==> config.mk <==
export PLATFORM = sky130hd
export DESIGN_NAME = ultrasonic_distance_keeping_drive_core_flat
export DESIGN_NICKNAME = d
export VERILOG_FILES = /design/src/hdl/udk_pkg.sv /design/src/hdl/udk_if.sv /design/src/hdl/udk_front.sv /design/src/hdl/udk_cmd_fifo.sv /design/src/hdl/udk_back.sv /design/src/hdl/ultrasonic_distance_keeping_drive_core.sv /design/src/flat_wrapper.sv
export SDC_FILE = /design/constraint.sdc
export NUM_CORES = 1
export LEC_CHECK = 0
export ABC_AREA = 1
export BUFFER_PORTS_ARGS = -buffer_cell sky130_fd_sc_hd__buf_2
export CAP_MARGIN = 5
export CORE_UTILIZATION = 44
export CTS_BUF_LIST = sky130_fd_sc_hd__clkbuf_8 sky130_fd_sc_hd__clkbuf_16
export CTS_CLUSTER_SIZE = 30
export DETAILED_ROUTE_END_ITERATION = 8
export PLACE_DENSITY = 0.57
export SLEW_MARGIN = 30
export SYNTH_ARGS = -nofsm -noshare
export SYNTH_HDL_FRONTEND = slang
export SYNTH_SLANG_ARGS = --single-unit
==> constraint.sdc <==
create_clock -name clk -period 8.4 [get_ports clk]
set_clock_uncertainty 0.1 [all_clocks]
set_input_delay 0.84 -clock clk [delete_from_list [all_inputs] [get_ports clk]]
set_output_delay 0.84 -clock clk [all_outputs]
set_load 0.02 [all_outputs]
==> src/hdl/udk_pkg.sv <==
// types and constants shared by the distance keeping drive
`timescale 1ns / 1ps
package udk_pkg;

  localparam int DIST_W     = 13;
  localparam int ECHO_W     = 15;
  localparam int LEVEL_W    = 8;
  localparam int SUM_W      = 16;
  localparam int CNT_W      = 4;
  localparam int READ_W     = 14;
  localparam int PROD_W     = 25;
  localparam int CFG_IDX_W  = 1;
  localparam int CMD_DEPTH  = 2;

  // echo to distance scaling, reading = (us * 557) >> 11
  localparam logic [PROD_W-1:0] ECHO_SCALE  = PROD_W'(557);
  localparam int                ECHO_SHIFT  = 11;
  localparam logic [READ_W-1:0] READ_MIN    = READ_W'(32);
  localparam logic [READ_W-1:0] READ_MAX    = READ_W'(6400);
  localparam logic [DIST_W-1:0] FAR_DIST    = DIST_W'(6400);

  // reverse curve
  localparam logic [DIST_W-1:0]  REV_NEAR   = DIST_W'(80);
  localparam logic [DIST_W-1:0]  REV_FAR    = DIST_W'(240);
  localparam logic [LEVEL_W-1:0] REV_MAX    = LEVEL_W'(180);
  localparam logic [LEVEL_W-1:0] REV_MIN    = LEVEL_W'(80);

  // advance curve
  localparam logic [DIST_W-1:0]  ADV_NEAR   = DIST_W'(320);
  localparam logic [DIST_W-1:0]  ADV_FAR    = DIST_W'(640);
  localparam logic [LEVEL_W-1:0] ADV_MIN    = LEVEL_W'(100);
  localparam logic [LEVEL_W-1:0] ADV_MAX    = LEVEL_W'(255);

  localparam logic [LEVEL_W-1:0] BOOST_LEVEL = LEVEL_W'(210);

  localparam logic [DIST_W-1:0] BAND_LOW_RST  = DIST_W'(288);
  localparam logic [DIST_W-1:0] BAND_HIGH_RST = DIST_W'(352);

  typedef enum logic [1:0] {
    OP_ECHO   = 2'd0,
    OP_DIRECT = 2'd1,
    OP_STOP   = 2'd2
  } op_t;

  typedef enum logic [1:0] {
    MOT_STOP    = 2'd0,
    MOT_REVERSE = 2'd1,
    MOT_ADVANCE = 2'd2
  } motion_t;

  typedef enum logic [CFG_IDX_W-1:0] {
    REG_BAND_LOW  = 1'd0,
    REG_BAND_HIGH = 1'd1
  } reg_idx_t;

  typedef enum logic {
    CMD_DECIDE = 1'b0,
    CMD_HALT   = 1'b1
  } cmd_kind_t;

  typedef struct packed {
    cmd_kind_t         kind;
    logic [DIST_W-1:0] distance;
  } cmd_t;

  typedef struct packed {
    logic [DIST_W-1:0] band_low;
    logic [DIST_W-1:0] band_high;
  } cfg_t;

  typedef struct packed {
    motion_t            motion;
    logic [LEVEL_W-1:0] level;
    logic               boost;
    logic [DIST_W-1:0]  distance;
    logic               last;
  } result_t;

endpackage

==> src/hdl/udk_if.sv <==
// valid/ready channel interfaces for input items, results and configuration
`timescale 1ns / 1ps
interface udk_in_if;
  logic                         valid;
  logic                         ready;
  logic [1:0]                   op;
  logic [udk_pkg::ECHO_W-1:0]   echo_us;
  logic [udk_pkg::DIST_W-1:0]   distance_in;

  modport source (output valid, output op, output echo_us, output distance_in, input ready);
  modport sink (input valid, input op, input echo_us, input distance_in, output ready);
endinterface

interface udk_out_if;
  logic                         valid;
  logic                         ready;
  logic [1:0]                   motion;
  logic [udk_pkg::LEVEL_W-1:0]  drive_level;
  logic                         boost;
  logic [udk_pkg::DIST_W-1:0]   distance_used;
  logic                         last;

  modport source (output valid, output motion, output drive_level, output boost,
                  output distance_used, output last, input ready);
  modport sink (input valid, input motion, input drive_level, input boost,
                input distance_used, input last, output ready);
endinterface

interface udk_cfg_if;
  logic                           valid;
  logic                           ready;
  logic [udk_pkg::CFG_IDX_W-1:0]  index;
  logic [udk_pkg::DIST_W-1:0]     data;

  modport source (output valid, output index, output data, input ready);
  modport sink (input valid, input index, input data, output ready);
endinterface

==> src/hdl/udk_front.sv <==
// front end: accepts items, averages echo bursts and queues decide/halt commands
`timescale 1ns / 1ps
module udk_front #(
  parameter int SAMPLES_PER_BURST = 5
) (
  input  logic          clk,
  input  logic          rst_n,
  udk_in_if.sink        in_ch,
  output udk_pkg::cmd_t push_cmd,
  output logic          push_valid,
  input  logic          push_ready
);
  import udk_pkg::*;

  localparam int IDX_W = (SAMPLES_PER_BURST > 1) ? $clog2(SAMPLES_PER_BURST) : 1;

  typedef enum logic [2:0] {
    F_IDLE = 3'b001,
    F_DIV  = 3'b010,
    F_PUSH = 3'b100
  } front_state_t;

  front_state_t       state_r, state_nxt;
  logic [DIST_W-1:0]  held_r, held_nxt;
  logic [SUM_W-1:0]   sum_r, sum_nxt;
  logic [CNT_W-1:0]   cnt_r, cnt_nxt;
  logic [IDX_W-1:0]   idx_r, idx_nxt;
  logic [SUM_W-1:0]   quo_r, quo_nxt;
  logic [CNT_W:0]     rem_r, rem_nxt;
  logic [CNT_W-1:0]   div_r, div_nxt;
  logic [1:0]         step_r, step_nxt;
  cmd_t               cmd_r, cmd_nxt;

  logic               accept;
  logic [PROD_W-1:0]  echo_prod;
  logic [READ_W-1:0]  reading;
  logic               read_ok;
  logic [SUM_W-1:0]   sum_add;
  logic [CNT_W-1:0]   cnt_add;
  logic               burst_end;
  logic [SUM_W-1:0]   quo_step;
  logic [CNT_W:0]     rem_step;
  logic [DIST_W-1:0]  fallback;

  assign in_ch.ready = (state_r == F_IDLE);
  assign accept      = in_ch.valid && in_ch.ready;

  assign echo_prod = PROD_W'(in_ch.echo_us) * ECHO_SCALE;
  assign reading   = echo_prod[ECHO_SHIFT +: READ_W];
  assign read_ok   = (reading > READ_MIN) && (reading < READ_MAX);
  assign sum_add   = read_ok ? sum_r + SUM_W'(reading) : sum_r;
  assign cnt_add   = read_ok ? cnt_r + CNT_W'(1) : cnt_r;
  assign burst_end = (int'(idx_r) + 1 == SAMPLES_PER_BURST);
  assign fallback  = (held_r != '0) ? held_r : FAR_DIST;

  // four restoring division steps a cycle
  always_comb begin
    logic [SUM_W-1:0] q;
    logic [CNT_W:0]   r;
    q = quo_r;
    r = rem_r;
    for (int i = 0; i < 4; i++) begin
      r = {r[CNT_W-1:0], q[SUM_W-1]};
      q = {q[SUM_W-2:0], 1'b0};
      if (r >= {1'b0, div_r}) begin
        r    = r - {1'b0, div_r};
        q[0] = 1'b1;
      end
    end
    quo_step = q;
    rem_step = r;
  end

  always_comb begin
    state_nxt = state_r;
    held_nxt  = held_r;
    sum_nxt   = sum_r;
    cnt_nxt   = cnt_r;
    idx_nxt   = idx_r;
    quo_nxt   = quo_r;
    rem_nxt   = rem_r;
    div_nxt   = div_r;
    step_nxt  = step_r;
    cmd_nxt   = cmd_r;
    unique case (state_r)
      F_IDLE: begin
        if (accept) begin
          unique case (in_ch.op)
            OP_ECHO: begin
              if (burst_end) begin
                sum_nxt = '0;
                cnt_nxt = '0;
                idx_nxt = '0;
                if (cnt_add != '0) begin
                  quo_nxt   = sum_add;
                  rem_nxt   = '0;
                  div_nxt   = cnt_add;
                  step_nxt  = '0;
                  state_nxt = F_DIV;
                end else begin
                  held_nxt  = fallback;
                  cmd_nxt   = '{kind: CMD_DECIDE, distance: fallback};
                  state_nxt = F_PUSH;
                end
              end else begin
                sum_nxt = sum_add;
                cnt_nxt = cnt_add;
                idx_nxt = idx_r + IDX_W'(1);
              end
            end
            OP_DIRECT: begin
              cmd_nxt   = '{kind: CMD_DECIDE, distance: in_ch.distance_in};
              state_nxt = F_PUSH;
            end
            OP_STOP: begin
              cmd_nxt   = '{kind: CMD_HALT, distance: held_r};
              state_nxt = F_PUSH;
            end
            default: ;
          endcase
        end
      end
      F_DIV: begin
        quo_nxt  = quo_step;
        rem_nxt  = rem_step;
        step_nxt = step_r + 2'd1;
        if (step_r == 2'd3) begin
          held_nxt  = quo_step[DIST_W-1:0];
          cmd_nxt   = '{kind: CMD_DECIDE, distance: quo_step[DIST_W-1:0]};
          state_nxt = F_PUSH;
        end
      end
      F_PUSH: begin
        if (push_ready) begin
          state_nxt = F_IDLE;
        end
      end
      default: state_nxt = F_IDLE;
    endcase
  end

  always_ff @(posedge clk) begin
    if (!rst_n) begin
      state_r <= F_IDLE;
      held_r  <= '0;
      sum_r   <= '0;
      cnt_r   <= '0;
      idx_r   <= '0;
    end else begin
      state_r <= state_nxt;
      held_r  <= held_nxt;
      sum_r   <= sum_nxt;
      cnt_r   <= cnt_nxt;
      idx_r   <= idx_nxt;
    end
  end

  always_ff @(posedge clk) begin
    quo_r  <= quo_nxt;
    rem_r  <= rem_nxt;
    div_r  <= div_nxt;
    step_r <= step_nxt;
    cmd_r  <= cmd_nxt;
  end

  assign push_valid = (state_r == F_PUSH);
  assign push_cmd   = cmd_r;

endmodule

==> src/hdl/udk_cmd_fifo.sv <==
// short command queue between front and back
`timescale 1ns / 1ps
module udk_cmd_fifo (
  input  logic          clk,
  input  logic          rst_n,
  input  udk_pkg::cmd_t push_cmd,
  input  logic          push_valid,
  output logic          push_ready,
  output udk_pkg::cmd_t head_cmd,
  output logic          head_valid,
  input  logic          pop
);
  import udk_pkg::*;

  localparam int PTR_W = $clog2(CMD_DEPTH);

  cmd_t             slot_r [CMD_DEPTH];
  logic [PTR_W-1:0] wr_ptr_r, wr_ptr_nxt;
  logic [PTR_W-1:0] rd_ptr_r, rd_ptr_nxt;
  logic [PTR_W:0]   count_r, count_nxt;
  logic             do_push, do_pop;

  assign push_ready = (count_r != (PTR_W+1)'(CMD_DEPTH));
  assign head_valid = (count_r != '0);
  assign head_cmd   = slot_r[rd_ptr_r];
  assign do_push    = push_valid && push_ready;
  assign do_pop     = pop && head_valid;

  always_comb begin
    wr_ptr_nxt = do_push ? wr_ptr_r + PTR_W'(1) : wr_ptr_r;
    rd_ptr_nxt = do_pop ? rd_ptr_r + PTR_W'(1) : rd_ptr_r;
    count_nxt  = count_r + (PTR_W+1)'(do_push) - (PTR_W+1)'(do_pop);
  end

  always_ff @(posedge clk) begin
    if (!rst_n) begin
      wr_ptr_r <= '0;
      rd_ptr_r <= '0;
      count_r  <= '0;
    end else begin
      wr_ptr_r <= wr_ptr_nxt;
      rd_ptr_r <= rd_ptr_nxt;
      count_r  <= count_nxt;
    end
  end

  always_ff @(posedge clk) begin
    if (do_push) begin
      slot_r[wr_ptr_r] <= push_cmd;
    end
  end

endmodule

==> src/hdl/udk_back.sv <==
// back end: band decision, drive level curves, kick-start and result register
`timescale 1ns / 1ps
module udk_back (
  input  logic          clk,
  input  logic          rst_n,
  input  udk_pkg::cfg_t cfg,
  input  udk_pkg::cmd_t head_cmd,
  input  logic          head_valid,
  output logic          pop,
  udk_out_if.source     out_ch
);
  import udk_pkg::*;

  logic               moving_r, moving_nxt;
  result_t            out_r, out_nxt;
  logic               out_valid_r, out_valid_nxt;
  result_t            pend_r, pend_nxt;
  logic               pend_valid_r, pend_valid_nxt;

  logic               slot_free;
  logic [DIST_W-1:0]  d;
  logic               in_band, below;
  logic [7:0]         rev_gap;
  logic [10:0]        rev_prod;
  logic [8:0]         adv_gap;
  logic [13:0]        adv_prod;
  logic [LEVEL_W-1:0] rev_level, adv_level;
  result_t            real_res;

  assign slot_free = !out_valid_r || out_ch.ready;
  assign pop       = head_valid && slot_free && !pend_valid_r;

  assign d       = head_cmd.distance;
  assign in_band = (d >= cfg.band_low) && (d <= cfg.band_high);
  assign below   = (d < cfg.band_low);

  // 10/16 slope between 5 and 15 cm
  assign rev_gap  = 8'(REV_FAR - d);
  assign rev_prod = 11'(rev_gap) * 11'd5;
  always_comb begin
    if (d <= REV_NEAR) begin
      rev_level = REV_MAX;
    end else if (d >= REV_FAR) begin
      rev_level = REV_MIN;
    end else begin
      rev_level = REV_MIN + LEVEL_W'(rev_prod >> 3);
    end
  end

  // 155/320 = 31/64 slope between 20 and 40 cm
  assign adv_gap  = 9'(d - ADV_NEAR);
  assign adv_prod = 14'(adv_gap) * 14'd31;
  always_comb begin
    if (d >= ADV_FAR) begin
      adv_level = ADV_MAX;
    end else if (d <= ADV_NEAR) begin
      adv_level = ADV_MIN;
    end else begin
      adv_level = ADV_MIN + LEVEL_W'(adv_prod >> 6);
    end
  end

  always_comb begin
    real_res = '{motion: below ? MOT_REVERSE : MOT_ADVANCE,
                 level: below ? rev_level : adv_level,
                 boost: 1'b0, distance: d, last: 1'b1};
  end

  always_comb begin
    moving_nxt     = moving_r;
    out_nxt        = out_r;
    out_valid_nxt  = out_valid_r;
    pend_nxt       = pend_r;
    pend_valid_nxt = pend_valid_r;
    if (slot_free) begin
      if (pend_valid_r) begin
        out_nxt        = pend_r;
        out_valid_nxt  = 1'b1;
        pend_valid_nxt = 1'b0;
      end else if (head_valid) begin
        out_valid_nxt = 1'b1;
        if (head_cmd.kind == CMD_HALT || in_band) begin
          out_nxt    = '{motion: MOT_STOP, level: '0, boost: 1'b0, distance: d, last: 1'b1};
          moving_nxt = 1'b0;
        end else begin
          moving_nxt = 1'b1;
          if (!moving_r) begin
            out_nxt        = '{motion: real_res.motion, level: BOOST_LEVEL,
                               boost: 1'b1, distance: d, last: 1'b0};
            pend_nxt       = real_res;
            pend_valid_nxt = 1'b1;
          end else begin
            out_nxt = real_res;
          end
        end
      end else begin
        out_valid_nxt = 1'b0;
      end
    end
  end

  always_ff @(posedge clk) begin
    if (!rst_n) begin
      moving_r     <= 1'b0;
      out_valid_r  <= 1'b0;
      pend_valid_r <= 1'b0;
    end else begin
      moving_r     <= moving_nxt;
      out_valid_r  <= out_valid_nxt;
      pend_valid_r <= pend_valid_nxt;
    end
  end

  always_ff @(posedge clk) begin
    out_r  <= out_nxt;
    pend_r <= pend_nxt;
  end

  assign out_ch.valid         = out_valid_r;
  assign out_ch.motion        = out_r.motion;
  assign out_ch.drive_level   = out_r.level;
  assign out_ch.boost         = out_r.boost;
  assign out_ch.distance_used = out_r.distance;
  assign out_ch.last          = out_r.last;

`ifndef SYNTH
  a_pend_behind_out: assert property (@(posedge clk) disable iff (!rst_n)
    pend_valid_r |-> out_valid_r)
    else $error("queued second result without a first one in the output register");

  a_boost_shape: assert property (@(posedge clk) disable iff (!rst_n)
    (out_valid_r && out_r.boost) |-> (out_r.level == BOOST_LEVEL && !out_r.last
                                      && out_r.motion != MOT_STOP))
    else $error("kick-start result malformed");

  a_boost_then_real: assert property (@(posedge clk) disable iff (!rst_n)
    (out_valid_r && out_r.boost && out_ch.ready) |=> (out_valid_r && !out_r.boost && out_r.last))
    else $error("kick-start not followed by its drive result");

  a_stop_level: assert property (@(posedge clk) disable iff (!rst_n)
    (out_valid_r && out_r.motion == MOT_STOP) |-> (out_r.level == '0 && !out_r.boost))
    else $error("stopped result carries a drive level");
`endif

endmodule

==> src/hdl/ultrasonic_distance_keeping_drive_core.sv <==
// top level of the ultrasonic distance keeping drive
`timescale 1ns / 1ps
// Ultrasonic distance keeping drive. Input transfers carry an op: an echo
// sample (pulse length in us), a direct distance, or a stop request; all
// distances are sixteenths of a cm. Echo samples are grouped in bursts of
// SAMPLES_PER_BURST, and only the sample that closes a burst yields results.
// Each decision gives one result transfer, or two when the drive starts from
// standstill (a kick-start at level 210 marked boost, then the real level
// with last set). An echo sample that does not close a burst, or an unused
// op, is only accepted; other items pass accept and the queue push, with the
// 4-bit-a-cycle averaging divider between them for a burst end with valid
// readings. A two-entry command queue decouples the front end from the
// result side, which emits one result per cycle while the receiver is
// ready; the queue keeps taking commands while a result waits in the
// output register. The user must write the band registers through the cfg
// channel (index 0 low edge, index 1 high edge) only while no item is in
// flight; the block does not enforce this. cfg writes are always taken.
module ultrasonic_distance_keeping_drive_core #(
  parameter int SAMPLES_PER_BURST = 5
) (
  input  logic      clk,
  input  logic      rst_n,
  udk_in_if.sink    in_ch,
  udk_out_if.source out_ch,
  udk_cfg_if.sink   cfg_ch
);
  import udk_pkg::*;

  // band registers
  logic [DIST_W-1:0] band_low_r, band_low_nxt;
  logic [DIST_W-1:0] band_high_r, band_high_nxt;
  cfg_t              cfg;

  // front to queue, queue to back
  cmd_t              push_cmd, head_cmd;
  logic              push_valid, push_ready;
  logic              head_valid, pop;

  assign cfg_ch.ready = 1'b1;

  always_comb begin
    band_low_nxt  = band_low_r;
    band_high_nxt = band_high_r;
    if (cfg_ch.valid) begin
      unique case (reg_idx_t'(cfg_ch.index))
        REG_BAND_LOW:  band_low_nxt  = cfg_ch.data;
        REG_BAND_HIGH: band_high_nxt = cfg_ch.data;
        default: ;
      endcase
    end
  end

  always_ff @(posedge clk) begin
    if (!rst_n) begin
      band_low_r  <= BAND_LOW_RST;
      band_high_r <= BAND_HIGH_RST;
    end else begin
      band_low_r  <= band_low_nxt;
      band_high_r <= band_high_nxt;
    end
  end

  assign cfg = '{band_low: band_low_r, band_high: band_high_r};

  // burst averaging and command building
  udk_front #(
    .SAMPLES_PER_BURST (SAMPLES_PER_BURST)
  ) u_front (
    .clk        (clk),
    .rst_n      (rst_n),
    .in_ch      (in_ch),
    .push_cmd   (push_cmd),
    .push_valid (push_valid),
    .push_ready (push_ready)
  );

  // lets the front end run ahead while results stall
  udk_cmd_fifo u_fifo (
    .clk        (clk),
    .rst_n      (rst_n),
    .push_cmd   (push_cmd),
    .push_valid (push_valid),
    .push_ready (push_ready),
    .head_cmd   (head_cmd),
    .head_valid (head_valid),
    .pop        (pop)
  );

  // decision, level curves, kick-start and output register
  udk_back u_back (
    .clk        (clk),
    .rst_n      (rst_n),
    .cfg        (cfg),
    .head_cmd   (head_cmd),
    .head_valid (head_valid),
    .pop        (pop),
    .out_ch     (out_ch)
  );

endmodule

==> src/flat_wrapper.sv <==
// flat-port wrapper written by rule: the top's interface ports become plain ports
module ultrasonic_distance_keeping_drive_core_flat import udk_pkg::*;
#(
  parameter int SAMPLES_PER_BURST = 5
)
  (clk, rst_n, in_ch_valid, in_ch_op, in_ch_echo_us, in_ch_distance_in, in_ch_ready, out_ch_valid, out_ch_motion, out_ch_drive_level, out_ch_boost, out_ch_distance_used, out_ch_last, out_ch_ready, cfg_ch_valid, cfg_ch_index, cfg_ch_data, cfg_ch_ready);
  udk_in_if in_ch_i ();
  udk_out_if out_ch_i ();
  udk_cfg_if cfg_ch_i ();
  input  logic clk;
  input  logic rst_n;
  input wire logic [$bits(in_ch_i.valid)-1:0] in_ch_valid;
  input wire logic [$bits(in_ch_i.op)-1:0] in_ch_op;
  input wire logic [$bits(in_ch_i.echo_us)-1:0] in_ch_echo_us;
  input wire logic [$bits(in_ch_i.distance_in)-1:0] in_ch_distance_in;
  output wire logic [$bits(in_ch_i.ready)-1:0] in_ch_ready;
  output wire logic [$bits(out_ch_i.valid)-1:0] out_ch_valid;
  output wire logic [$bits(out_ch_i.motion)-1:0] out_ch_motion;
  output wire logic [$bits(out_ch_i.drive_level)-1:0] out_ch_drive_level;
  output wire logic [$bits(out_ch_i.boost)-1:0] out_ch_boost;
  output wire logic [$bits(out_ch_i.distance_used)-1:0] out_ch_distance_used;
  output wire logic [$bits(out_ch_i.last)-1:0] out_ch_last;
  input wire logic [$bits(out_ch_i.ready)-1:0] out_ch_ready;
  input wire logic [$bits(cfg_ch_i.valid)-1:0] cfg_ch_valid;
  input wire logic [$bits(cfg_ch_i.index)-1:0] cfg_ch_index;
  input wire logic [$bits(cfg_ch_i.data)-1:0] cfg_ch_data;
  output wire logic [$bits(cfg_ch_i.ready)-1:0] cfg_ch_ready;
  assign in_ch_i.valid = in_ch_valid;
  assign in_ch_i.op = in_ch_op;
  assign in_ch_i.echo_us = in_ch_echo_us;
  assign in_ch_i.distance_in = in_ch_distance_in;
  assign in_ch_ready = in_ch_i.ready;
  assign out_ch_valid = out_ch_i.valid;
  assign out_ch_motion = out_ch_i.motion;
  assign out_ch_drive_level = out_ch_i.drive_level;
  assign out_ch_boost = out_ch_i.boost;
  assign out_ch_distance_used = out_ch_i.distance_used;
  assign out_ch_last = out_ch_i.last;
  assign out_ch_i.ready = out_ch_ready;
  assign cfg_ch_i.valid = cfg_ch_valid;
  assign cfg_ch_i.index = cfg_ch_index;
  assign cfg_ch_i.data = cfg_ch_data;
  assign cfg_ch_ready = cfg_ch_i.ready;
  ultrasonic_distance_keeping_drive_core #(.SAMPLES_PER_BURST(SAMPLES_PER_BURST)) u_core (.clk(clk), .rst_n(rst_n), .in_ch(in_ch_i), .out_ch(out_ch_i), .cfg_ch(cfg_ch_i));
endmodule
== Yosys cells after proc, flatten, opt, wreduce, memory -nomap -nowiden ==
Memory sizes are Yosys's and may differ from the RTL's. A register that Yosys moved wholly into a read port is not among the register bits.
Cells that the tools add are included.

* Flip-flop bits (word level): 160
* Latch bits: 0
* RAM bits: 28
* ROM bits: 0
* Input port bits: 49
* Output and inout port bits: 28
* Memories kept: 1

* Add/sub/neg operators: 17
* $mul: 3
* Divide/modulo/power cells: 0
* Magnitude comparators: 13
* Equality and inequality tests: 19
* Shift operators: 0
* Multiplexer cells: 69
* Bitwise logic cells: 4
* Reductions and logical operators: 29

{| class="wikitable"
|+ Memory list
! name !! words !! bits a word !! rd ports !! clocked after memory_dff !! wr ports !! RTL line !! source
|-
| u_core.u_fifo.slot_r || 2 || 14 || 1 || 1 || 1 || udk_cmd_fifo.sv:17 || <nowiki>cmd_t slot_r [CMD_DEPTH];</nowiki>
|}

{| class="wikitable"
|+ Operators by type and width
! kind !! count
|-
| $mux 16 || 6
|-
| $mux 13 || 6
|-
| $mux 25 || 3
|-
| $mux 14 || 4
|-
| $pmux 14 s3 || 1
|-
| $mux 4 || 10
|-
| $mux 8 || 5
|-
| $pmux 16 s2 || 1
|-
| $pmux 14 s2 || 1
|-
| $pmux 13 s2 || 1
|-
| $mul 15x10->25 const B || 1
|-
| $mux 23 || 1
|-
| $ge 5x4->1 || 4
|-
| $reduce_and 5->1 || 4
|-
| $mux 3 || 6
|-
| $add 16x14->16 || 1
|-
| $add 7x8->8 const A || 2
|-
| $sub 4x4->4 || 4
|-
| $mux 1 || 15
|-
| $gt 14x6->1 const B || 1
|-
| $lt 14x13->1 const B || 1
|-
| $mul 9x5->14 const B || 1
|-
| $ge 13x10->1 const B || 1
|-
| $ge 13x13->1 || 1
|-
| other kinds (43) || 73
|}

== Longest topological paths before layout ==
* Depth in word-level cells: 10
* Mapped depth: 38

== Modules after synthesis ==
From an unflattened synthesis, not the netlist that was laid out.

* Cell total of the unflattened synthesis: 1959
* Area total of the unflattened synthesis: 15678.8 sq um

{| class="wikitable"
|+ Modules (own cells, without submodules)
! module !! instances !! cells an instance !! area each (sq um) !! sequential area each (sq um)
|-
| udk_front || 1 || 1112 || 8398.1 || 1981.9
|-
| udk_back || 1 || 625 || 5001.0 || 1501.4
|-
| udk_cmd_fifo || 1 || 79 || 1244.9 || 940.9
|-
| ultrasonic_distance_keeping_drive_core || 1 || 143 || 1034.7 || 520.5
|}

== Worst setup path before layout ==
OpenSTA, ideal clock, no wires.

* Kind: in2reg
* From: input in_ch_echo_us[7]
* To: register u_core.u_front.cmd_r (netlist bit u_core.u_front.push_cmd[0]), enable pin
* Setup time: 0.407 ns
* Data arrival time: 5.948 ns
* Required time: 7.893 ns
* Path slack: 1.944 ns
* Stages on the path: 30
* Buffers on the path: 1
* Path through: ha_1 ha_1 inv_1 fa_1 inv_1 fa_1 inv_1 fa_1 inv_1 ha_1 nand2_1 inv_1 nand2_2 inv_1 nand2_1 nand2_1 nand2_1 nand3_1 nand2_1 nand2_2 nand2_1 o21ai_2 nor2_8 nand2_4 buf_8 nand2_4 nand2_4 nor2_4 nand3_4 a211oi_1

* Longest elaborated chain between the ends: 7
* Elaborated cells on any way between the ends: 8
* Those cells by class: mul (1); order compare (2); eq/ne (1); mux (1); reduce/logical (3)

{| class="wikitable"
|+ Ends and longest elaborated chain
! what !! RTL line !! source
|-
| start, declared || flat_wrapper.sv:14 || <nowiki>input wire logic [$bits(in_ch_i.echo_us)-1:0] in_ch_echo_us;</nowiki>
|-
| $mul 15x10->25 (*) || udk_front.sv:48 || <nowiki>assign echo_prod = PROD_W'(in_ch.echo_us) * ECHO_SCALE;</nowiki>
|-
| $gt 14x6->1 / $lt 14x13->1 (equally long branches) || udk_front.sv:50 || <nowiki>assign read_ok = (reading > READ_MIN) && (reading < READ_MAX);</nowiki>
|-
| $logic_and 1x1->1 (*) || udk_front.sv:50 ||
|-
| $mux 4 (*) || udk_front.sv:52 || <nowiki>assign cnt_add = read_ok ? cnt_r + CNT_W'(1) : cnt_r;</nowiki>
|-
| via u_core.u_front.cnt_add[1] || udk_front.sv:39 || <nowiki>logic [CNT_W-1:0] cnt_add;</nowiki>
|-
| $reduce_bool 4->1 (*) || udk_front.sv:94 || <nowiki>if (cnt_add != '0) begin</nowiki>
|-
| $ne 3x3->1 (no line) (*) || n/a ||
|-
| $reduce_and 6->1 (no line) (*) || n/a ||
|-
| end signal, assigned || udk_front.sv:163 || <nowiki>cmd_r <= cmd_nxt;</nowiki>
|-
| end, declared || udk_front.sv:32 || <nowiki>cmd_t cmd_r, cmd_nxt;</nowiki>
|}

The timed path passes the listed nets; every way through them passes the cells marked *.
A chain may end at the register's enable or synchronous reset.

== Worst setup path in the final report ==
* From: register u_core.u_front.div_r[1]
* To: register u_core.u_front.rem_r[3] (data pin)

* Longest elaborated chain between the ends: 9
* Elaborated cells on any way between the ends: 13
* Those cells by class: add/sub (4); order compare (4); mux (5)

{| class="wikitable"
|+ Ends and longest elaborated chain
! what !! RTL line !! source
|-
| start, declared || udk_front.sv:30 || <nowiki>logic [CNT_W-1:0] div_r, div_nxt;</nowiki>
|-
| start signal, assigned || udk_front.sv:161 || <nowiki>div_r <= div_nxt;</nowiki>
|-
| $sub 4x4->4 / $ge 5x4->1 (equally long branches) || udk_front.sv:66, udk_front.sv:65 ||
|-
| $mux 4 || udk_front.sv:65 || <nowiki>if (r >= {1'b0, div_r}) begin</nowiki>
|-
| $sub 4x4->4 / $ge 5x4->1 (equally long branches) || udk_front.sv:66, udk_front.sv:65 ||
|-
| $mux 4 || udk_front.sv:65 ||
|-
| $ge 5x4->1 / $sub 4x4->4 (equally long branches) || udk_front.sv:65, udk_front.sv:66 ||
|-
| $mux 4 || udk_front.sv:65 ||
|-
| $sub 4x4->4 / $ge 5x4->1 (equally long branches) || udk_front.sv:66, udk_front.sv:65 ||
|-
| $mux 4 (*) || udk_front.sv:65 ||
|-
| $pmux 4 s2 (*) || udk_front.sv:85 || <nowiki>unique case (state_r)</nowiki>
|-
| end signal, assigned || udk_front.sv:160 || <nowiki>rem_r <= rem_nxt;</nowiki>
|-
| end, declared || udk_front.sv:29 || <nowiki>logic [CNT_W:0] rem_r, rem_nxt;</nowiki>
|}

Every way passes the cells marked *; elsewhere a longest branch is shown, timed or not.

==> out/qor.csv <==
metric,value,unit
io_buffers,75,
grtUsageTotal,21.00,%
yosys_warnings,0,
cts-hold-fix-buffers,0,
syn_area,15010,um^2
die_w,186.7,um
cp-end-kind,flip-flop,
nets,2185,
syn_area_per_cell,8.226,um^2
min_path_type,reg -> reg,
placed_area,15860,um^2
tns,0,ps
final_layout_size_suffix_gt1_share,11.09,%
synth.distinct_cells,62,
antenna_cells,0,
grt_max_degree,50,
period_share,77.91,%
status,"complete, no violations",
syn_inst,1825,
antenna_found_initial,0,
setup_viol,0,
overflow,0,
cpMaxStageDelayCell,edfxtp_1,
drt-total-wl,35280,um
syn_to_final_growth,9.426,%
worst_path_largest_cell_delay,510,ps
cap_violations,0,
ys_async_sr_fraction,0,%
grt_pass1_wl,59060,um
post_cts_buffers,0,
via_per_inst,5.076,
fp.dieArea,34860,um^2
start_util,44.77,%
drt_first_pass_iters,7,
drtAntennaViolNets,0,
synth-seq-area-share,32.94,%
grt_pass1_vias,11690,
cts_sinks,189,
wl_per_cell,15.00,um
vias,11930,
critPathLaunchType,flip-flop,
insertion_delay,450,ps
slew-limit-headroom,35.63,%
ys_ff_latch,189,
drc,0,
critPathMaxFanout,10,
ctsLongestPathBuffers,2,
synth_nets,2120,
synth_edf_count,116,
die_h,186.7,um
post_cts_resized,0,
required,8490,ps
crit_type,reg -> reg,
rows,67,
whs,350.1,ps
hold_violations,0,
final_area,16430,um^2
fin_crit,6545,ps
cts_tree,built,
path_common_cell,nand2_1,
path_clk_slew,80,ps
core_area,33530,um^2
place_congestion,0.9031,
slew_violations,0,
cts-htree-levels,4,
drt_iter0_drc,607,
cp.arrival,6630,ps
clock.fmax,152.8,MHz
clockRootBuffer,clkbuf_16,
worstMarginPinSlew,964.5,ps
io_pins,77,
cts_buffers,17,
rsz0062_at_grt,no,
synth_flop_cell,edfxtp_1,
place_hpwl,27940,um
## kinds of logic after synthesis
| kind of cell | after synthesis | synth area share (%) |
|---|---|---|
| flops | 189 | 32.94 |
| buf+inv | 350 | 9.142 |
| simple gates | 678 | 20.38 |
| mux | 3 | 0.2000 |
| other cells | 1 | 0.02498 |
| fa+ha+maj | 246 | 23.10 |
| xor+xnor | 38 | 2.217 |
| compound gates | 320 | 12.00 |
## final timing paths
path / start / cells after the start / end / slack (ps)
min: u_core.u_front.push_cmd[6] / 0 / u_core.u_fifo.slot_r[1][6] / 350
max: u_core.u_front.div_r[1] / 34 / u_core.u_front.rem_r[3] / 1860
max reg2reg: u_core.u_front.div_r[1] / 34 / u_core.u_front.rem_r[3] / 1860
min reg2reg: u_core.u_front.push_cmd[6] / 0 / u_core.u_fifo.slot_r[1][6] / 350
## cells in the final DEF (no fill, tap or decap), types with 17 or more instances in the layout
master,Yosys,layout
nand2_1,377,376
clkbuf_16,0,17
xor2_1,22,22
nor2_1,110,106
fa_1,52,52
o21ai_0,120,118
nand3_1,75,75
or2_2,18,18
dfxtp_1,73,73
buf_2,4,75
ha_1,194,194
a21oi_1,123,122
inv_1,298,299
edfxtp_1,116,116
## Yosys cell counts (4+ instances only)
master | count | area share, %
buf_2 | 4 | 0.13
xor2_1 | 22 | 1.3
clkbuf_1 | 27 | 0.68
a221oi_1 | 4 | 0.23
nand2_2 | 7 | 0.29
o21ai_0 | 120 | 4.0
o211ai_1 | 13 | 0.65
o21ai_2 | 4 | 0.23
nand3_1 | 75 | 2.5
inv_1 | 298 | 7.5
ha_1 | 194 | 16
nor4_1 | 6 | 0.25
edfxtp_1 | 116 | 23
a211oi_1 | 4 | 0.20
nor2_2 | 10 | 0.42
or2_1 | 8 | 0.33
a21boi_0 | 5 | 0.25
nand4_1 | 16 | 0.67
o31ai_1 | 5 | 0.25
nand3b_1 | 7 | 0.35
or2_2 | 18 | 0.75
nor2_1 | 110 | 2.8
nor3_1 | 14 | 0.47
inv_2 | 12 | 0.30
a21o_1 | 4 | 0.20
nand2_4 | 7 | 0.53
a21oi_1 | 123 | 4.1
fa_1 | 52 | 6.9
o21ai_1 | 9 | 0.30
dfxtp_1 | 73 | 9.7
nand2_1 | 377 | 9.4
xnor2_1 | 16 | 0.93
o21bai_1 | 6 | 0.30
nand3_2 | 11 | 0.73
a21oi_2 | 6 | 0.35
## metal layers
layer  share of wire [%]  global-route usage (%)  routed length (um)
met1                  46                   26.81               16280
met2                  50                   37.50               17540
met4                 1.8                   5.832                 633
met3                 2.4                   2.219                 831
met5                   0                       0                   0
## worst max-delay path, delay by kind of cell, from the launching register on
kind            cells  cell delay [ps]
compound gates     10             1970
simple gates       16             1940
fa+ha+maj           4             1280
flops               1              510
buf+inv             4              490
## flip-flops by register name (all words and copies together) (netlist names), 8 cells and up, named ones only
signal and count:
u_core.u_back.out_ch.drive_level 8, u_core.u_back.pend_r 23, u_core.u_front.held_r 13, u_core.u_front.push_cmd 14, u_core.u_back.out_ch.distance_used 13, u_core.band_high_r 13
u_core.u_front.sum_r 16, u_core.band_low_r 13, u_core.u_fifo.slot_r 28, u_core.u_front.quo_r 16
## cell type report
class / count / area (um^2)
flip-flops and latches: 189 / 4945
fillers: 3338 / 17100
repair buffers: 85 / 450.4
clock buffers: 17 / 425.4
inverters: 311 / 1167
clock inverters: 15 / 145.1
multi-input cells: 1286 / 8735
well taps: 448 / 560.5
## through the flow
stage	util [%]	setup WS, ps	cells
2_1_floorplan	-	1944	1825
3_3_place_gp	47.23	1444	2319
3_5_place_dp	47.28	1492	2319
4_1_cts	48.99	1849	2351
5_1_grt	48.99	1003	2351
6_report	48.99	1855	2351
Power is not shown: default switching activity piles up to over one toggle a cycle in this logic, so the estimate is an artifact.
